[src/hdl/ccps_pkg.sv]
// ----------------------------------------------------------------------------
// ccps_pkg
// shared widths, codes and types of the collision pool search
// ----------------------------------------------------------------------------
package ccps_pkg;

    localparam int SLOT_W = 10;
    localparam int POS_W  = 17;
    localparam int RAD_W  = 12;
    localparam int TYPE_W = 8;
    localparam int SUM_W  = RAD_W + 1;
    localparam int DIFF_W = POS_W + 1;
    localparam int SQ_W   = 2 * SUM_W;

    localparam logic KIND_WRITE = 1'b0;
    localparam logic KIND_QUERY = 1'b1;

    typedef struct packed {
        logic signed [POS_W-1:0] x;
        logic signed [POS_W-1:0] y;
        logic [RAD_W-1:0]        radius;
        logic [TYPE_W-1:0]       types;
        logic                    hit_on;
        logic                    live;
    } ccps_entry_t;

    typedef struct packed {
        logic                    self_flag;
        logic [SLOT_W-1:0]       self_slot;
        logic signed [POS_W-1:0] x;
        logic signed [POS_W-1:0] y;
        logic [RAD_W-1:0]        radius;
        logic [TYPE_W-1:0]       mask;
    } ccps_query_t;

    typedef struct packed {
        logic valid;
        logic last;
    } ccps_tag_t;

    typedef struct packed {
        logic valid;
        logic last;
        logic hit;
    } ccps_res_t;

endpackage

[src/hdl/ccps_collide.sv]
// ----------------------------------------------------------------------------
// ccps_collide
// pipelined slot filter and circle collision test, one slot per cycle
// ----------------------------------------------------------------------------
module ccps_collide #(
    parameter int POOL_SIZE = 1024
) (
    input  logic                         clk,
    input  logic                         rst_n,
    input  ccps_pkg::ccps_entry_t        rdata,
    input  ccps_pkg::ccps_tag_t          tag_in,
    input  logic [$clog2(POOL_SIZE)-1:0] idx_in,
    input  logic                         flush,
    input  ccps_pkg::ccps_query_t        query,
    output ccps_pkg::ccps_res_t          res,
    output logic [$clog2(POOL_SIZE)-1:0] res_idx
);
    import ccps_pkg::*;

    localparam int IDX_W = $clog2(POOL_SIZE);
    localparam int CW    = (IDX_W > SLOT_W) ? IDX_W : SLOT_W;

    // stage a: aligned with the memory read data
    ccps_tag_t                tag_a_reg;
    logic [IDX_W-1:0]         idx_a_reg;

    // stage b: axis differences and summed radius
    ccps_tag_t                tag_b_reg;
    logic [IDX_W-1:0]         idx_b_reg;
    logic                     pass_b_reg;
    logic signed [DIFF_W-1:0] dx_b_reg;
    logic signed [DIFF_W-1:0] dy_b_reg;
    logic [SUM_W-1:0]         sum_b_reg;

    // stage c: magnitudes after the axis test
    ccps_tag_t                tag_c_reg;
    logic [IDX_W-1:0]         idx_c_reg;
    logic                     pass_c_reg;
    logic [SUM_W-1:0]         ax_c_reg;
    logic [SUM_W-1:0]         ay_c_reg;
    logic [SUM_W-1:0]         sum_c_reg;

    // stage d: squares
    ccps_tag_t                tag_d_reg;
    logic [IDX_W-1:0]         idx_d_reg;
    logic                     pass_d_reg;
    logic [SQ_W-1:0]          sqx_d_reg;
    logic [SQ_W-1:0]          sqy_d_reg;
    logic [SQ_W-1:0]          sqr_d_reg;

    logic                     pass_b_next;
    logic                     is_self;
    logic [DIFF_W-1:0]        magx;
    logic [DIFF_W-1:0]        magy;
    logic                     axis_ok;
    logic [SQ_W:0]            dist_sq;

    always_comb
    begin
        is_self     = query.self_flag && (CW'(idx_a_reg) == CW'(query.self_slot));
        pass_b_next = rdata.live && rdata.hit_on && (|(rdata.types & query.mask)) &&
                      !is_self;

        magx    = dx_b_reg[DIFF_W-1] ? (~dx_b_reg + 1'b1) : dx_b_reg;
        magy    = dy_b_reg[DIFF_W-1] ? (~dy_b_reg + 1'b1) : dy_b_reg;
        axis_ok = (magx <= DIFF_W'(sum_b_reg)) && (magy <= DIFF_W'(sum_b_reg));

        dist_sq = {1'b0, sqx_d_reg} + {1'b0, sqy_d_reg};
    end

    always_ff @(posedge clk or negedge rst_n)
    begin
        if (!rst_n)
        begin
            tag_a_reg <= '0;
            tag_b_reg <= '0;
            tag_c_reg <= '0;
            tag_d_reg <= '0;
        end
        else if (flush)
        begin
            tag_a_reg <= '0;
            tag_b_reg <= '0;
            tag_c_reg <= '0;
            tag_d_reg <= '0;
        end
        else
        begin
            tag_a_reg <= tag_in;
            tag_b_reg <= tag_a_reg;
            tag_c_reg <= tag_b_reg;
            tag_d_reg <= tag_c_reg;
        end
    end

    always_ff @(posedge clk)
    begin
        idx_a_reg  <= idx_in;

        idx_b_reg  <= idx_a_reg;
        pass_b_reg <= pass_b_next;
        dx_b_reg   <= DIFF_W'(query.x) - DIFF_W'(rdata.x);
        dy_b_reg   <= DIFF_W'(query.y) - DIFF_W'(rdata.y);
        sum_b_reg  <= SUM_W'(rdata.radius) + SUM_W'(query.radius);

        idx_c_reg  <= idx_b_reg;
        pass_c_reg <= pass_b_reg && axis_ok;
        ax_c_reg   <= magx[SUM_W-1:0];
        ay_c_reg   <= magy[SUM_W-1:0];
        sum_c_reg  <= sum_b_reg;

        idx_d_reg  <= idx_c_reg;
        pass_d_reg <= pass_c_reg;
        sqx_d_reg  <= SQ_W'(ax_c_reg) * SQ_W'(ax_c_reg);
        sqy_d_reg  <= SQ_W'(ay_c_reg) * SQ_W'(ay_c_reg);
        sqr_d_reg  <= SQ_W'(sum_c_reg) * SQ_W'(sum_c_reg);
    end

    always_comb
    begin
        res.valid = tag_d_reg.valid;
        res.last  = tag_d_reg.last;
        res.hit   = tag_d_reg.valid && pass_d_reg && (dist_sq <= {1'b0, sqr_d_reg});
        res_idx   = idx_d_reg;
    end

endmodule

[config.mk]
export PLATFORM = sky130hd
export DESIGN_NAME = ccps_collide
export DESIGN_NICKNAME = d
export VERILOG_FILES = /design/src/hdl/ccps_pkg.sv /design/src/hdl/ccps_collide.sv
export SDC_FILE = /design/constraint.sdc
export NUM_CORES = 1
export LEC_CHECK = 0
export BUFFER_PORTS_ARGS = -buffer_cell sky130_fd_sc_hd__buf_2
export CELL_PAD_IN_SITES_DETAIL_PLACEMENT = 2
export CELL_PAD_IN_SITES_GLOBAL_PLACEMENT = 2
export CORE_ASPECT_RATIO = 1.1
export CORE_MARGIN = 2
export CORE_UTILIZATION = 43
export CTS_BUF_LIST = sky130_fd_sc_hd__clkbuf_16
export DETAILED_ROUTE_END_ITERATION = 10
export PLACE_DENSITY = 0.84
export SETUP_SLACK_MARGIN = 0.15
export SLEW_MARGIN = 30
export SYNTH_ARGS = -nofsm -noshare
export SYNTH_HDL_FRONTEND = slang
export SYNTH_SLANG_ARGS = --single-unit
[constraint.sdc]
create_clock -name clk -period 14.74 [get_ports clk]
set_input_delay 2.211 -clock clk [delete_from_list [all_inputs] [get_ports clk]]
set_output_delay 2.211 -clock clk [all_outputs]
set_load 0.05 [all_outputs]
=== Word level (Yosys, flattened, before mapping) ===
Cells that the tools add are included.

* Word-level logic and storage cells: 56
* Input bits: 136
* Register bits: 217
* Output and inout bits: 13

* Equal/unequal tests: 1
* Order comparisons: 3
* Bitwise gates (word level): 3
* Add/sub/neg operators: 6
* $mul: 3
* Reduce and logical (&&, ||, !) cells: 10
* Muxes and demuxes: 6

{| class="wikitable"
|+ Operators with widths
! operator !! number
|-
| $mul A13 B13 Y26 || 3
|-
| $add A18 B1 Y18 const B || 2
|-
| $le A18 B13 Y1 || 2
|-
| $mux W18 || 2
|-
| $not A18 Y18 || 2
|-
| $sub A17 B17 Y18 || 2
|-
| $add A26 B26 Y27 || 1
|-
| $le A27 B26 Y1 || 1
|-
| $add A12 B12 Y13 || 1
|-
| $eq A10 B10 Y1 || 1
|-
| $and A8 B8 Y8 || 1
|-
| $logic_and A1 B1 Y1 || 8
|-
| $mux W2 || 4
|-
| $reduce_or A8 Y1 || 1
|-
| $logic_not A1 Y1 || 1
|}

=== Longest topological paths before layout ===
* Word-level depth: 6
* Mapped depth: 24
* Mapped depth without buffers: 23

=== Worst setup path before layout ===
No wires, ideal clock.

* Kind: reg-to-output
* From: register sqx_d_reg[3]
* To: output res[0] (netlist bit)
* Data arrival time: 4.198 ns
* Slack: 8.331 ns
* Required time: 12.529 ns
* Cell stages (with the launch flop): 16
* Buffers on the path: 0
* Path through: dfxtp_1 > ha_1 > a21oi_1 > o21bai_1 > a211oi_1 > nor3_1 > a31o_2 > a41o_1 > o41ai_1 > xnor2_1 > ha_1 > a21o_1 > a211oi_1 > o21ai_0 > nor4bb_1 > a2bb2oi_1

{| class="wikitable"
|+ RTL lines
! what !! RTL line !! source
|-
| start: declaration || ccps_collide.sv:47 || <nowiki>logic [SQ_W-1:0] sqx_d_reg;</nowiki>
|-
| start signal: assignment || ccps_collide.sv:114 || <nowiki>sqx_d_reg <= SQ_W'(ax_c_reg) * SQ_W'(ax_c_reg);</nowiki>
|-
| end: declaration || ccps_collide.sv:15 || <nowiki>output ccps_pkg::ccps_res_t res,</nowiki>
|}

==> impl_metrics.py <==
metrics = {
    "timing": {
        "tightest_slew_ns": 0.870,
        "post-route-period-util": 0.511,
        "slew_headroom": 0.419,
        "clock_skew_ns": 0.0200,
        "tns_ns": 0,
        "post-route-min-period_ns": 7.53,
        "final_max_slew_viol_count": 0,
        "hold_violations": 0,
        "fmax_mhz": 133,
        "rsz0062_at_grt": "no",
        "setup_viol": 0,
    },
    "route": {
        "drc": 0,
        "dr.pass1.iters": 5,
        "vias": 18700,
        "ant_nets": 0,
        "avgRoutedWirePerCell_um": 22.6,
        "routed_via_density": 5.28,
        "drtIter0Drc": 583,
        "drt-total-wl_mm": 80.0,
    },
    "critical_path": {
        "cp_top_family": "compound AO/OA/AOI/OAI gates",
        "slowest_delay_ns": 0.43,
        "cp.required_ns": 12.53,
        "worst-path-buf-inv": 1,
        "worstSetupEndpointType": "output port",
        "cp_max_fo": 4,
        "crit_chain": "ha_1 > a21oi_1 > o21bai_1 > a211oi_1 > nor3_1 > a31o_2 > a41o_1 > o41ai_1 > xnor2_1 > ha_1 > a21o_1 > a211oi_1 > o21ai_0 > nor2_1 > nand2_1 > o211ai_1 > a2bb2oi_1 > buf_2",
        "crit_path_top_delay_cell": "o41ai_1",
        "critPathKind": "register to output port",
        "start_kind": "register",
        "cp.arrival_ns": 5.32,
    },
    "cells_and_area": {
        "layout.nets": 3534,
        "drive_above_1_share": 0.0787,
        "syn_to_final_growth_pct": 10.0,
        "fillCellCount": 5831,
        "utilization": 0.476,
    },
    "die": {
        "io_pins": 149,
        "coreArea_um2": 54600,
        "die_h_um": 250,
        "rows": 90,
        "initial_core_util": 0.433,
        "fp.dieArea_um2": 56800,
        "fp.dieW_um": 228,
    },
    "cts": {
        "cts_hold_buffers": 0,
        "cts_buffers": 26,
        "clock_latency_ns": 0.55,
        "cts_tree": "built",
        "ctsHtreeMaxLevel": 1,
        "post_cts_resize_count": 0,
        "cts_buffer_depth": 3,
        "post_cts_buffers": 0,
        "clock-sinks": 214,
        "cts.clk_slew.worst_paths_ns": 0.06,
        "clockRootBuffer": "clkbuf_16",
    },
    "synthesis": {
        "yosys_register_bits": 214,
        "synth.most_common_cell": "inv_1",
        "syn_area_um2": 23600,
        "synth_area_leaders": "fa_1, ha_1, dfxtp_1",
        "synth_top_cell_area_share": 0.246,
        "yosysUniqueCellTypes": 69,
        "async_reset_ff_frac": 0.0374,
        "ys_top_cells_by_count": "inv_1, ha_1, fa_1",
        "synth_fp_nets": 3404,
        "synth_edf_count": 0,
        "synthFlopType": "dfxtp_1",
        "netlist_instances": 2644,
        "synth-seq-area-share": 0.183,
        "synth_top_area_cell": "fa_1",
        "avgSynthCellArea_um2": 8.94,
        "ys.warnings.count": 0,
    },
    "grt": {
        "antenna_found_initial": 1,
        "grt_pass1_wl_mm": 127,
        "grt_pass1_vias": 23100,
        "grt-ovfl-total": 0,
        "grt_usage": 0.290,
        "grt_max_degree": 19,
    },
    "job": {
        "cap_violations": 0,
    },
    "placed_design": {
        "io_buffers": 148,
        "hpwl_mm": 62.6,
        "gp_congestion": 0.852,
    },
    "min_path": {
        "hold_class": "register to register",
    },
    "run_status": {
        "status": "finished, final reports clean",
    },
}
[path summary, 6_finish.rpt]
check / startpoint / to / slack, ns / cells after the start
min in group asynchronous: rst_n / res[1] / 1.50 / 1
hold reg to reg: idx_b_reg[3] / idx_c_reg[3] / 0.32 / 0
hold / removal: idx_b_reg[3] / idx_c_reg[3] / 0.32 / 0
setup / recovery: sqx_d_reg[3] / res[0] / 7.21 / 18
setup reg to reg: sum_c_reg[3] / sqr_d_reg[24] / 8.05 / 19
max in group asynchronous: rst_n / tag_b_reg[0] / 13.07 / 1
[final cells by class]
type | count | area, µm² | area share
multi-input combinational | 1712 | 16600 | 0.639
tap | 736 | 921 | 0.0354
clock inverter | 21 | 205 | 0.00789
clock buffer | 27 | 676 | 0.0260
inverter | 672 | 2520 | 0.0970
antenna | 1 | 2.50 | 0.0000962
timing repair buffer | 148 | 741 | 0.0285
sequential | 214 | 4320 | 0.166
[stage by stage]
stage | cells | instance area (µm²) | setup slack, ns | hold slack, ns
floorplan | 2644 | 23600 | 8.33 | 0.310
global placement | 3482 | 25100 | 8.03 | 0.310
detailed placement | 3482 | 25100 | 7.93 | 0.315
CTS | 3530 | 26000 | 7.20 | 0.326
global route | 3530 | 26000 | 6.85 | 0.334
finish | 3531 | 26000 | 7.21 | 0.322
[worst register-to-register path: cells and delay by family, from the launching register on]
kind,cells,cell delay (ns)
flops,1,0.76
xor+xnor,1,0.15
buf+inv,3,0.24
fa+ha+maj,6,2.83
compound gates,7,1.86
simple gates,2,0.73
[kinds of logic (layout without fill, tap and decap cells)]
group | count (synthesis) | count (layout) | synth area share
buffers and inverters | 718 | 868 | 0.114
adders and majority gates | 624 | 624 | 0.423
and+or+nand+nor | 566 | 566 | 0.118
AOI/OAI and AO/OA | 346 | 346 | 0.0972
DFF | 214 | 214 | 0.183
xor gates and xnor gates | 169 | 169 | 0.0626
muxes | 6 | 6 | 0.00275
other | 1 | 2 | 0.000159
[cell usage in the layout (no fill, tap or decap), types with 93 or more instances in the layout]
cell     synthesis  routed
fa_1           290     290
inv_1          672     674
nor2_1          98      98
and2_1          93      93
ha_1           334     334
a21oi_1         93      93
buf_2            0     148
nand2_1        200     200
xnor2_1        129     129
dfxtp_1        206     206
[routing by layer]
layer | share of wire | vias up | track usage | wire length, µm
li1 | - | 8479 | - | -
met1 | 0.36 | 9536 | 0.296 | 28700
met2 | 0.55 | 413 | 0.560 | 43800
met3 | 0.030 | 232 | 0.0360 | 2360
met4 | 0.063 | 0 | 0.162 | 5030
met5 | 0 | - | 0 | 0
Power is left out: the tool's default activity adds up to more than one toggle a clock period on the data nets, which glitch-free logic cannot reach.
