### config.mk
export PLATFORM = sky130hd
export DESIGN_NAME = ccps_seq_flat
export DESIGN_NICKNAME = d
export VERILOG_FILES = /design/src/hdl/ccps_pkg.sv /design/src/hdl/ccps_if.sv /design/src/hdl/ccps_seq.sv /design/src/flat_wrapper.sv
export SDC_FILE = /design/constraint.sdc
export NUM_CORES = 1
export LEC_CHECK = 0
export BUFFER_PORTS_ARGS = -buffer_cell sky130_fd_sc_hd__buf_2
export CAP_MARGIN = 20
export CORE_MARGIN = 2
export CORE_UTILIZATION = 35
export CTS_CLUSTER_SIZE = 16
export DETAILED_ROUTE_END_ITERATION = 16
export PLACE_DENSITY = 0.68
export SKIP_LAST_GASP = 1
export SLEW_MARGIN = 20
export SYNTH_ARGS = -nofsm -noshare
export SYNTH_HDL_FRONTEND = slang
export SYNTH_SLANG_ARGS = --single-unit
### constraint.sdc
create_clock -name clk -period 2.7 [get_ports clk]
set_input_delay 0.675 -clock clk [delete_from_list [all_inputs] [get_ports clk]]
set_output_delay 0.675 -clock clk [all_outputs]
set_load 0.01 [all_outputs]
### src/hdl/ccps_pkg.sv
// ----------------------------------------------------------------------------
// ccps_pkg
// shared widths, codes and types of the collision pool search
// ----------------------------------------------------------------------------
package ccps_pkg;

    localparam int SLOT_W = 10;
    localparam int POS_W  = 17;
    localparam int RAD_W  = 12;
    localparam int TYPE_W = 8;
    localparam int SUM_W  = RAD_W + 1;
    localparam int DIFF_W = POS_W + 1;
    localparam int SQ_W   = 2 * SUM_W;

    localparam logic KIND_WRITE = 1'b0;
    localparam logic KIND_QUERY = 1'b1;

    typedef struct packed {
        logic signed [POS_W-1:0] x;
        logic signed [POS_W-1:0] y;
        logic [RAD_W-1:0]        radius;
        logic [TYPE_W-1:0]       types;
        logic                    hit_on;
        logic                    live;
    } ccps_entry_t;

    typedef struct packed {
        logic                    self_flag;
        logic [SLOT_W-1:0]       self_slot;
        logic signed [POS_W-1:0] x;
        logic signed [POS_W-1:0] y;
        logic [RAD_W-1:0]        radius;
        logic [TYPE_W-1:0]       mask;
    } ccps_query_t;

    typedef struct packed {
        logic valid;
        logic last;
    } ccps_tag_t;

    typedef struct packed {
        logic valid;
        logic last;
        logic hit;
    } ccps_res_t;

endpackage

### src/hdl/ccps_if.sv
// ----------------------------------------------------------------------------
// ccps_if
// request and response channels of the collision pool search
// ----------------------------------------------------------------------------
interface ccps_req_if;
    import ccps_pkg::*;

    logic                    valid;
    logic                    ready;
    logic                    kind;
    logic [SLOT_W-1:0]       slot;
    logic                    self_in_pool;
    logic signed [POS_W-1:0] pos_x;
    logic signed [POS_W-1:0] pos_y;
    logic [RAD_W-1:0]        radius;
    logic [TYPE_W-1:0]       type_bits;
    logic                    hit_enable;
    logic                    live;

    modport source (
        output valid, kind, slot, self_in_pool, pos_x, pos_y, radius, type_bits,
               hit_enable, live,
        input  ready
    );

    modport sink (
        input  valid, kind, slot, self_in_pool, pos_x, pos_y, radius, type_bits,
               hit_enable, live,
        output ready
    );
endinterface

interface ccps_rsp_if;
    import ccps_pkg::*;

    logic              valid;
    logic              ready;
    logic              hit;
    logic [SLOT_W-1:0] hit_slot;

    modport source (
        output valid, hit, hit_slot,
        input  ready
    );

    modport sink (
        input  valid, hit, hit_slot,
        output ready
    );
endinterface

### src/hdl/ccps_seq.sv
// ----------------------------------------------------------------------------
// ccps_seq
// sequencer: pool clear after reset, slot writes, query scan and result register
// ----------------------------------------------------------------------------
module ccps_seq #(
    parameter int POOL_SIZE = 1024
) (
    input  logic                         clk,
    input  logic                         rst_n,
    ccps_req_if.sink                     req,
    ccps_rsp_if.source                   rsp,
    output logic                         wr_en,
    output logic [$clog2(POOL_SIZE)-1:0] wr_addr,
    output ccps_pkg::ccps_entry_t        wr_data,
    output logic                         rd_en,
    output logic [$clog2(POOL_SIZE)-1:0] rd_addr,
    output ccps_pkg::ccps_tag_t          tag_out,
    output logic [$clog2(POOL_SIZE)-1:0] idx_out,
    output logic                         flush,
    output ccps_pkg::ccps_query_t        query,
    input  ccps_pkg::ccps_res_t          res,
    input  logic [$clog2(POOL_SIZE)-1:0] res_idx
);
    import ccps_pkg::*;

    localparam int               IDX_W    = $clog2(POOL_SIZE);
    localparam logic [IDX_W-1:0] LAST_IDX = IDX_W'(POOL_SIZE - 1);

    localparam logic [1:0] ST_CLEAR  = 2'd0;
    localparam logic [1:0] ST_IDLE   = 2'd1;
    localparam logic [1:0] ST_SCAN   = 2'd2;
    localparam logic [1:0] ST_FINISH = 2'd3;

    logic [1:0]        state_reg;
    logic [IDX_W-1:0]  cnt_reg;
    logic              issue_reg;
    ccps_query_t       query_reg;
    logic              found_hit_reg;
    logic [SLOT_W-1:0] found_slot_reg;
    logic              out_valid_reg;
    logic              out_hit_reg;
    logic [SLOT_W-1:0] out_slot_reg;

    logic              req_xfer;
    logic              in_pool;
    logic              cnt_last;

    always_comb
    begin
        req.ready = (state_reg == ST_IDLE);
        req_xfer  = req.valid && req.ready;
        in_pool   = (32'(req.slot) < POOL_SIZE);
        cnt_last  = (cnt_reg == LAST_IDX);

        if (state_reg == ST_CLEAR)
        begin
            wr_en   = 1'b1;
            wr_addr = cnt_reg;
            wr_data = '0;
        end
        else
        begin
            wr_en   = req_xfer && (req.kind == KIND_WRITE) && in_pool;
            wr_addr = IDX_W'(req.slot);
            wr_data = '{x: req.pos_x, y: req.pos_y, radius: req.radius,
                        types: req.type_bits, hit_on: req.hit_enable, live: req.live};
        end

        rd_en        = (state_reg == ST_SCAN) && issue_reg;
        rd_addr      = cnt_reg;
        idx_out      = cnt_reg;
        tag_out.valid = rd_en;
        tag_out.last  = cnt_last;
        flush        = (state_reg == ST_SCAN) && res.valid && res.hit;
        query        = query_reg;

        rsp.valid    = out_valid_reg;
        rsp.hit      = out_hit_reg;
        rsp.hit_slot = out_slot_reg;
    end

    always_ff @(posedge clk or negedge rst_n)
    begin
        if (!rst_n)
        begin
            state_reg     <= ST_CLEAR;
            cnt_reg       <= '0;
            issue_reg     <= 1'b0;
            out_valid_reg <= 1'b0;
        end
        else
        begin
            if (rsp.valid && rsp.ready && (state_reg != ST_FINISH))
            begin
                out_valid_reg <= 1'b0;
            end

            unique case (state_reg)
                ST_CLEAR:
                begin
                    if (cnt_last)
                    begin
                        cnt_reg   <= '0;
                        state_reg <= ST_IDLE;
                    end
                    else
                    begin
                        cnt_reg <= cnt_reg + 1'b1;
                    end
                end

                ST_IDLE:
                begin
                    if (req_xfer && (req.kind == KIND_QUERY))
                    begin
                        cnt_reg   <= '0;
                        issue_reg <= 1'b1;
                        state_reg <= ST_SCAN;
                    end
                end

                ST_SCAN:
                begin
                    if (issue_reg)
                    begin
                        if (cnt_last)
                        begin
                            issue_reg <= 1'b0;
                        end
                        else
                        begin
                            cnt_reg <= cnt_reg + 1'b1;
                        end
                    end

                    if (res.valid && res.hit)
                    begin
                        issue_reg <= 1'b0;
                        state_reg <= ST_FINISH;
                    end
                    else if (res.valid && res.last)
                    begin
                        state_reg <= ST_FINISH;
                    end
                end

                ST_FINISH:
                begin
                    if (!out_valid_reg || rsp.ready)
                    begin
                        out_valid_reg <= 1'b1;
                        state_reg     <= ST_IDLE;
                    end
                end
            endcase
        end
    end

    always_ff @(posedge clk)
    begin
        if (req_xfer && (req.kind == KIND_QUERY))
        begin
            query_reg <= '{self_flag: req.self_in_pool, self_slot: req.slot,
                           x: req.pos_x, y: req.pos_y, radius: req.radius,
                           mask: req.type_bits};
        end

        if (state_reg == ST_SCAN && res.valid && (res.hit || res.last))
        begin
            found_hit_reg  <= res.hit;
            found_slot_reg <= res.hit ? SLOT_W'(res_idx) : '0;
        end

        if (state_reg == ST_FINISH && (!out_valid_reg || rsp.ready))
        begin
            out_hit_reg  <= found_hit_reg;
            out_slot_reg <= found_slot_reg;
        end
    end

endmodule

### src/flat_wrapper.sv
// flat-port wrapper written by rule: the top's interface ports become plain ports
module ccps_seq_flat import ccps_pkg::*;
#(
    parameter int POOL_SIZE = 1024
)
  (clk, rst_n, wr_en, wr_addr, wr_data, rd_en, rd_addr, tag_out, idx_out, flush, query, res, res_idx, req_valid, req_kind, req_slot, req_self_in_pool, req_pos_x, req_pos_y, req_radius, req_type_bits, req_hit_enable, req_live, req_ready, rsp_valid, rsp_hit, rsp_hit_slot, rsp_ready);
  ccps_req_if req_i ();
  ccps_rsp_if rsp_i ();
  input  logic clk;
  input  logic rst_n;
  output logic wr_en;
  output logic [$clog2(POOL_SIZE)-1:0] wr_addr;
  output ccps_pkg::ccps_entry_t wr_data;
  output logic rd_en;
  output logic [$clog2(POOL_SIZE)-1:0] rd_addr;
  output ccps_pkg::ccps_tag_t tag_out;
  output logic [$clog2(POOL_SIZE)-1:0] idx_out;
  output logic flush;
  output ccps_pkg::ccps_query_t query;
  input  ccps_pkg::ccps_res_t res;
  input  logic [$clog2(POOL_SIZE)-1:0] res_idx;
  input wire logic [$bits(req_i.valid)-1:0] req_valid;
  input wire logic [$bits(req_i.kind)-1:0] req_kind;
  input wire logic [$bits(req_i.slot)-1:0] req_slot;
  input wire logic [$bits(req_i.self_in_pool)-1:0] req_self_in_pool;
  input wire logic [$bits(req_i.pos_x)-1:0] req_pos_x;
  input wire logic [$bits(req_i.pos_y)-1:0] req_pos_y;
  input wire logic [$bits(req_i.radius)-1:0] req_radius;
  input wire logic [$bits(req_i.type_bits)-1:0] req_type_bits;
  input wire logic [$bits(req_i.hit_enable)-1:0] req_hit_enable;
  input wire logic [$bits(req_i.live)-1:0] req_live;
  output wire logic [$bits(req_i.ready)-1:0] req_ready;
  output wire logic [$bits(rsp_i.valid)-1:0] rsp_valid;
  output wire logic [$bits(rsp_i.hit)-1:0] rsp_hit;
  output wire logic [$bits(rsp_i.hit_slot)-1:0] rsp_hit_slot;
  input wire logic [$bits(rsp_i.ready)-1:0] rsp_ready;
  assign req_i.valid = req_valid;
  assign req_i.kind = req_kind;
  assign req_i.slot = req_slot;
  assign req_i.self_in_pool = req_self_in_pool;
  assign req_i.pos_x = req_pos_x;
  assign req_i.pos_y = req_pos_y;
  assign req_i.radius = req_radius;
  assign req_i.type_bits = req_type_bits;
  assign req_i.hit_enable = req_hit_enable;
  assign req_i.live = req_live;
  assign req_ready = req_i.ready;
  assign rsp_valid = rsp_i.valid;
  assign rsp_hit = rsp_i.hit;
  assign rsp_hit_slot = rsp_i.hit_slot;
  assign rsp_i.ready = rsp_ready;
  ccps_seq #(.POOL_SIZE(POOL_SIZE)) u_core (.clk(clk), .rst_n(rst_n), .req(req_i), .rsp(rsp_i), .wr_en(wr_en), .wr_addr(wr_addr), .wr_data(wr_data), .rd_en(rd_en), .rd_addr(rd_addr), .tag_out(tag_out), .idx_out(idx_out), .flush(flush), .query(query), .res(res), .res_idx(res_idx));
endmodule
Yosys cells after proc, flatten, opt, wreduce, memory -nomap -nowiden
Cells that the tools add are included.
{ "totals": {"output_inout_bits": 169, "reg_bits": 101, "inputBits": 85} }
{ "classes": {"n_addsub": 1, "eq_ne": 11, "bitwise_logic": 1, "muxes": 22, "n_reduce_logical": 21} }
{ "op_table": {"columns": ["op", "n"], "rows": [
  ["$mux 56", 1],
  ["$mux 10", 5],
  ["$pmux 10 s3", 1],
  ["$logic_and 1x1->1", 12],
  ["$add 10x1->10 const B", 1],
  ["$eq 10x10->1 const B", 1],
  ["$mux 2", 5],
  ["$mux 1", 8],
  ["$ne 2x1->1 const B", 4],
  ["$pmux 2 s4", 1],
  ["$reduce_and 4->1", 2],
  ["$eq 2x2->1 const B", 2],
  ["$ne 2x2->1 const B", 2],
  ["$ne 3x3->1 const B", 1],
  ["$reduce_bool 3->1", 1],
  ["$eq 2x1->1 const B", 1],
  ["$logic_not 2->1", 1],
  ["$logic_or 1x1->1", 2],
  ["$pmux 1 s2", 1],
  ["$reduce_and 2->1", 1],
  ["$reduce_bool 2->1", 1],
  ["$logic_not 1->1", 1],
  ["$not 1->1", 1]
]} }

Longest topological paths before layout
Gate-level depths: netlist (run 1).
{ "depth": {"word_depth": 5, "depth_mapped": 7, "depth_no_buf": 6} }

Worst setup path before layout (run 1)
OpenSTA, ideal clock, no wires.
{ "synth_timing": {"path_kind": "flip-flop to flip-flop", "start": "register u_core.state_reg[1]", "end": "register u_core.query_reg (netlist bit u_core.query[0]) (enable)", "t_arrival_ns": 2.349, "setup_slack_ns": -0.080, "setup_ns": 0.431, "path_stages_with_launch": 4, "path_cell_list": "dfrtp_1 inv_1 ha_1 and3_1"} }
{ "synth_via": {"elab_chain_len": 3} }
{ "synth_lines": {"columns": ["element", "line_no", "text"], "rows": [
  ["start, declared", "ccps_seq.sv:34", "logic [1:0] state_reg;"],
  ["start signal, assigned", "ccps_seq.sv:86", "state_reg <= ST_CLEAR;"],
  ["start signal, assigned", "ccps_seq.sv:104", "state_reg <= ST_IDLE;"],
  ["start signal, assigned", "ccps_seq.sv:118", "state_reg <= ST_SCAN;"],
  ["$eq 2x1->1", "ccps_seq.sv:50", "req.ready = (state_reg == ST_IDLE);"],
  ["named net req_ready", "flat_wrapper.sv:32", "output wire logic [$bits(req_i.ready)-1:0] req_ready;"],
  ["$logic_and 1x1->1", "ccps_seq.sv:51", "req_xfer = req.valid && req.ready;"],
  ["$logic_and 1x1->1", "ccps_seq.sv:161", "if (req_xfer && (req.kind == KIND_QUERY))"],
  ["end signal, assigned", "ccps_seq.sv:163", "query_reg <= '{self_flag: req.self_in_pool, self_slot: req.slot,"],
  ["end, declared", "ccps_seq.sv:37", "ccps_query_t query_reg;"]
]} }
The timed path passes the listed nets, and every way through them passes these cells.
A chain may end at the register's enable or synchronous reset.

Final worst setup path (run 1)
{ "layout_timing": {"start": "register u_core.state_reg[1]", "end": "output port wr_addr[1]"} }
{ "layout_via": {"elab_chain_len": 2} }
{ "layout_lines": {"columns": ["element", "line_no", "text"], "rows": [
  ["$logic_not 2->1", "ccps_seq.sv:55", "if (state_reg == ST_CLEAR)"],
  ["$mux 10", "ccps_seq.sv:55", null],
  ["end, declared", "flat_wrapper.sv:12", "output logic [$clog2(POOL_SIZE)-1:0] wr_addr;"]
]} }
Every way passes these cells.

==> results.sh, run 1 <==
export IMPL_grt_pass1_wl_um=15700
export IMPL_final_hold_viol_count=0
export IMPL_synth_area_mm2=0.004207
export IMPL_skew_ps=6.345
export IMPL_drt_iter0_markers=190
export IMPL_endpoint_kind="primary output"
export IMPL_synth_top_cell_area_share_pct=62.11
export IMPL_layout_nets=624
export IMPL_die_width_um=113.6
export IMPL_timing_critical_path_cells="inv_1 > ha_2 > buf_4 > mux2_2 > buf_2"
export IMPL_grt_max_degree=43
export IMPL_startpoint="u_core.state_reg[1]$_DFFE_PN0P_"
export IMPL_clkLatencyLatePin_ps=340
export IMPL_cp_max_fo=24
export IMPL_regToRegSetupSlack_ps=520
export IMPL_status="completed"
export IMPL_yosysWarningCount=0
export IMPL_clock_sinks=101
export IMPL_largest_reg_flops=65
export IMPL_swShare_pct=33.67
export IMPL_tritoncts="done"
export IMPL_powerDensity_mw_per_mm2=873.7
export IMPL_dpl_instance_area_mm2=0.005592
export IMPL_reg2reg_to="u_core.idx_out[5]$_DFFE_PN0P_"
export IMPL_tightest_slew_ps=787.7
export IMPL_critPathMaxStageDelay_ps=400
export IMPL_synthCells=282
export IMPL_die_area_mm2=0.01291
export IMPL_worstPathRequired_ps=2030
export IMPL_cp_buffers_inverters=3
export IMPL_cts_max_level=3
export IMPL_cts_resized=0
export IMPL_start_util_pct=35.46
export IMPL_grt_pass1_vias=2897
export IMPL_reg2regPathDepth=6
export IMPL_power_internal_w=0.003413
export IMPL_n_antenna_cell=0
export IMPL_seq_power_share_pct=40.3
export IMPL_fin_crit_sh_pct=93.35
export IMPL_period_minus_slack_ps=2520
export IMPL_switchingPower_w=0.001732
export IMPL_criticalPathCategory="reg -> out"
export IMPL_fmax_ghz=0.3968
export IMPL_relSlewSlack_pct=47.05
export IMPL_via_per_inst=4.685
export IMPL_hold_path_class="in -> async"
export IMPL_path_clk_slew_ps=70
export IMPL_p_leak_nw=2.673
export IMPL_track_usage_pct=16.19
export IMPL_setup_violations=0
export IMPL_netlist_top_cell_by_area="edfxtp_1"
export IMPL_cts_hold_buf=0
export IMPL_std_cell_rows=40
export IMPL_rsz0062_at_grt="no"
export IMPL_antenna_found_initial=0
export IMPL_overflow=0
export IMPL_drive_gt1_share_pct=55.20
export IMPL_drt_wirelength_per_cell_um=15.85
export IMPL_cp_arrival_ps=1850
export IMPL_portBuffers=253
export IMPL_synthTopCellsByArea="edfxtp_1 (62%), nor2b_1 (8.6%), dfrtp_1 (8.3%)"
export IMPL_synthFlopType="edfxtp_1"
export IMPL_post_dp_hpwl_um=8406
export IMPL_p_comb_share_pct=34.9
export IMPL_wl_um=10860
export IMPL_ios=254
export IMPL_cts_root_buf="clkbuf_16"
export IMPL_path_delay_family="buffers and inverters"
export IMPL_place_congestion=0.8160
export IMPL_synth_edf_count=87
export IMPL_yosys_register_bits=101
export IMPL_dp_slack_ps=524.3
export IMPL_num_vias=3209
export IMPL_drv_slew=0
export IMPL_cts_setup_buffers=0
export IMPL_r2r_start="u_core.state_reg[0]$_DFFE_PN0P_"
export IMPL_ant_nets=0
export IMPL_ir_worst_vdd_mv=0.4140
export IMPL_start_kind="register"
export IMPL_final_area_mm2=0.005889
export IMPL_synth_cell_types=40
export IMPL_numCtsBuffers=9
export IMPL_fillers=1057
export IMPL_drtPass1Iterations=4
export IMPL_drcViolationCount=0
export IMPL_fin_tns_setup_ps=0
export IMPL_max_cap_violations=0
export IMPL_cts_path_max_buffers=2
export IMPL_power_total_w=0.005145
export IMPL_syn_area_per_cell_um2=14.92
export IMPL_fp_coreArea_mm2=0.01186
export IMPL_pwr_share_clk_pct=24.9
export IMPL_area_growth_pct=40.01
export IMPL_die_y_um=113.6
export IMPL_synth_async_reset_ratio_pct=13.86
export IMPL_seq_area_frac_synth_pct=70.43
export IMPL_worst_slack_ps=179.7
export IMPL_slowest_stage="dfrtp_1"
export IMPL_synth_fp_nets=373
per-stage QoR:
stage | std cells | util (%) | hold WS (ps)
CTS | 685 | 49.65 | 238.2
detailed placement | 669 | 47.14 | 404.5
finish | 685 | 49.65 | 227.6
global route | 685 | 49.65 | 244.3
floorplan | 282 | - | 379.4
global placement | 669 | 47.14 | 404.0
cell families after synthesis:
kind of cell	synth area share [%]
multiplexers	3.391
adder cells (fa/ha/maj)	1.785
AO/OA/AOI/OAI	4.759
buffers and inverters	4.135
AND/OR/NAND/NOR	15.50
flip-flops	70.43
worst max path at each step:
stage | depth (start not counted) | end | slack [ps]
floorplan | 5 | wr_data[16] | 590
finish | 5 | wr_addr[1] | 180
detailed placement | 6 | u_core.idx_out[5]$_DFFE_PN0P_ | 520
global route | 5 | wr_addr[7] | 70
CTS | 5 | wr_addr[7] | 160
global placement | 6 | u_core.idx_out[5]$_DFFE_PN0P_ | 580
layout by cell type (no fill, tap or decap), types with 3 or more instances in the layout:
cell,instances
a31oi_1,6
and2_1,13
buf_2,253
buf_4,11
clkbuf_16,9
dfrtp_1,14
edfxtp_1,87
ha_1,5
inv_1,6
mux2_2,10
mux2i_1,3
nand2_1,4
nand2b_1,4
nand3_1,3
nand4_1,5
nor2b_1,58
o21ai_0,9
o31ai_1,3
worst reg2reg max path, stage by stage (launching register included):
cell	delay [ps]
dfrtp_1	420
inv_1	120
ha_1	310
nor2b_1	200
nor4_2	700
a31oi_1	170
a31oi_1	180
layer usage:
metal / vias up / global-route usage [%] / wire length [um]
met1: 1537 / 19.22 / 4171
met4: 0 / 6.992 / 244
li1: 1522 / - / -
met5: - / 0 / 0
met2: 134 / 28.30 / 5755
met3: 16 / 3.666 / 686
cells in the mapped netlist, types with 4 or more instances:
cell type / instances
edfxtp_1: 87
nor2b_1: 58
dfrtp_1: 14
and2_1: 13
buf_4: 12
mux2_2: 10
o21ai_0: 9
clkbuf_1: 7
a31oi_1: 6
ha_1: 6
inv_1: 6
nand4_1: 5
nand2_1: 4
nand2b_1: 4
area by class of cell:
cell class	count	area (um2)	share of cell area, %
flip-flops and latches	101	2963	50.31
repair buffers	264	1349	22.90
multi-input cells	151	1074	18.23
clock buffers	9	225.2	3.824
well taps	147	183.9	3.123
clock inverters	7	72.57	1.232
inverters	6	22.52	0.3824
power groups by stage:
stage | logic (W) | clock network, W | registers [W]
floorplan | 0.000973 | 0 | 0.00220
global placement | 0.00178 | 0 | 0.00209
detailed placement | 0.00181 | 0 | 0.00211
CTS | 0.00182 | 0.00132 | 0.00207
global route | 0.00196 | 0.00139 | 0.00210
finish | 0.00179 | 0.00128 | 0.00207
Power figures use the tool's default switching activity.
==> run 2, diff against run 1 <==
--- a/config.mk
+++ b/config.mk
@@ -8,10 +8,10 @@
 export BUFFER_PORTS_ARGS = -buffer_cell sky130_fd_sc_hd__buf_2
 export CAP_MARGIN = 20
 export CORE_MARGIN = 2
-export CORE_UTILIZATION = 35
+export CORE_UTILIZATION = 30
 export CTS_CLUSTER_SIZE = 16
 export DETAILED_ROUTE_END_ITERATION = 16
-export PLACE_DENSITY = 0.68
+export PLACE_DENSITY = 0.59
 export SKIP_LAST_GASP = 1
 export SLEW_MARGIN = 20
 export SYNTH_ARGS = -nofsm -noshare
==> run 2 against run 1 <==
  * Wire length hardly changed
  * Setup slack worse by 26 ps
  * Cell area is 0.51% higher
  * Critical path type unchanged
  * Critical path depth did not move
==> results.sh, run 2 (synthesis results as in run 1) <==
export IMPL_tightest_slew_ps=743.7
export IMPL_grt_max_degree=46
export IMPL_track_usage_pct=13.54
export IMPL_r2r_start="u_core.state_reg[1]$_DFFE_PN0P_"
export IMPL_grt_pass1_wl_um=15050
export IMPL_dp_cells=701
export IMPL_criticalPathCategory="reg -> out"
export IMPL_wl_um=10860
export IMPL_ir_worst_vdd_mv=0.3269
export IMPL_period_minus_slack_ps=2546
export IMPL_final_hold_viol_count=0
export IMPL_skew_ps=11.59
export IMPL_endpoint_kind="primary output"
export IMPL_fin_crit_sh_pct=94.29
export IMPL_relSlewSlack_pct=50.01
export IMPL_ios=254
export IMPL_cp_max_fo=23
export IMPL_clock_sinks=101
export IMPL_drive_gt1_share_pct=54.93
export IMPL_antenna_found_initial=0
export IMPL_area_growth_pct=40.72
export IMPL_critPathMaxStageDelay_ps=400
export IMPL_layout_common_cells="buf_2 (253), edfxtp_1 (87), nor2b_1 (58)"
export IMPL_drt_wirelength_per_cell_um=15.15
export IMPL_powerDensity_mw_per_mm2=856.2
export IMPL_cts_setup_buffers=0
export IMPL_cts_path_max_buffers=2
export IMPL_drv_slew=0
export IMPL_regToRegSetupSlack_ps=570
export IMPL_overflow=0
export IMPL_post_dp_hpwl_um=8376
export IMPL_final_cell_count_no_fill=717
export IMPL_drt_iter0_markers=184
export IMPL_cts_resized=0
export IMPL_path_delay_family="buffers and inverters"
export IMPL_cts_max_level=3
export IMPL_fp_coreArea_mm2=0.01377
export IMPL_largest_reg_flops=65
export IMPL_cp_arrival_ps=1870
export IMPL_numCtsBuffers=9
export IMPL_drcViolationCount=0
export IMPL_die_width_um=122.4
export IMPL_setup_violations=0
export IMPL_reg2regPathDepth=6
export IMPL_rsz0062_at_grt="no"
export IMPL_ant_nets=0
export IMPL_cp_depth=5
export IMPL_tritoncts="done"
export IMPL_crit_end="wr_addr[5]"
export IMPL_n_antenna_cell=0
export IMPL_start_kind="register"
export IMPL_std_cell_rows=43
export IMPL_timing_critical_path_cells="inv_1 > ha_2 > buf_4 > mux2_2 > buf_2"
export IMPL_hold_path_class="in -> async"
export IMPL_cp_buffers_inverters=3
export IMPL_num_vias=3155
export IMPL_die_y_um=122.4
export IMPL_path_clk_slew_ps=70
export IMPL_via_per_inst=4.400
export IMPL_clkLatencyLatePin_ps=340
export IMPL_cts_root_buf="clkbuf_16"
export IMPL_status="completed"
export IMPL_startpoint="u_core.state_reg[1]$_DFFE_PN0P_"
export IMPL_grt_pass1_vias=2895
export IMPL_max_cap_violations=0
export IMPL_layout_nets=623
export IMPL_p_leak_nw=2.664
export IMPL_fmax_ghz=0.3928
export IMPL_die_area_mm2=0.01499
export IMPL_reg2reg_to="u_core.idx_out[5]$_DFFE_PN0P_"
export IMPL_drtPass1Iterations=4
export IMPL_worstPathRequired_ps=2030
export IMPL_slowest_stage="dfrtp_1"
export IMPL_portBuffers=253
export IMPL_final_common_cell="buf_2"
export IMPL_start_util_pct=30.54
export IMPL_cts_hold_buf=0
export IMPL_fin_tns_setup_ps=0
export IMPL_place_congestion=0.7930
-- run 2: per-stage QoR --
step                      instance area [um2]  utilization [%]  hold WS (ps)  power [W]  worst slack [ps]
after floorplan                          4208                -         379.4   0.003169             592.3
after global placement                   5638            40.93         400.6   0.003893             550.4
after detailed placement                 5638            40.93         404.5   0.003922             498.3
after CTS                                5919            42.98         227.2   0.005146             120.1
after global routing                     5919            42.98         246.3   0.005370             52.12
final                                    5919            42.98         230.7   0.005068             154.1
-- run 2: report_power, final --
| part | total (W) | switching [W] | internal [W] |
|---|---|---|---|
| clock | 0.00121 | 0.000533 | 0.000676 |
| combinational | 0.00180 | 0.00107 | 0.000723 |
| sequential | 0.00206 | 0.0000879 | 0.00197 |
-- run 2: final cells by class --
class | instances | area (um2)
clock inverters | 3 | 21.27
flip-flops and latches | 101 | 2963
inverters | 6 | 22.52
repair buffers | 263 | 1354
clock buffers | 13 | 260.3
fillers | 1313 | 7854
multi-input cells | 151 | 1074
well taps | 180 | 225.2
-- run 2: worst min-delay path by stage --
stage | depth (start not counted) | slack, ps | from | to
2_1_floorplan | 0 | 380 | rst_n | u_core.idx_out[0]$_DFFE_PN0P_
3_3_place_gp | 0 | 400 | u_core.found_slot_reg[2]$_SDFFCE_PN0P_ | u_core.rsp.hit_slot[2]$_DFFE_PP_
3_5_place_dp | 0 | 400 | u_core.found_slot_reg[6]$_SDFFCE_PN0P_ | u_core.rsp.hit_slot[6]$_DFFE_PP_
4_1_cts | 1 | 230 | rst_n | u_core.state_reg[1]$_DFFE_PN0P_
5_1_grt | 1 | 250 | rst_n | u_core.state_reg[1]$_DFFE_PN0P_
6_report | 1 | 230 | rst_n | u_core.state_reg[1]$_DFFE_PN0P_
-- run 2: layer usage --
| layer | global-route usage, % | routed length, um | vias to the layer above |
|---|---|---|---|
| met5 | 0 | 0 | - |
| met4 | 4.741 | 151 | 0 |
| met3 | 3.392 | 700 | 11 |
| met2 | 24.72 | 5733 | 121 |
| met1 | 15.25 | 4278 | 1505 |
| li1 | - | - | 1518 |
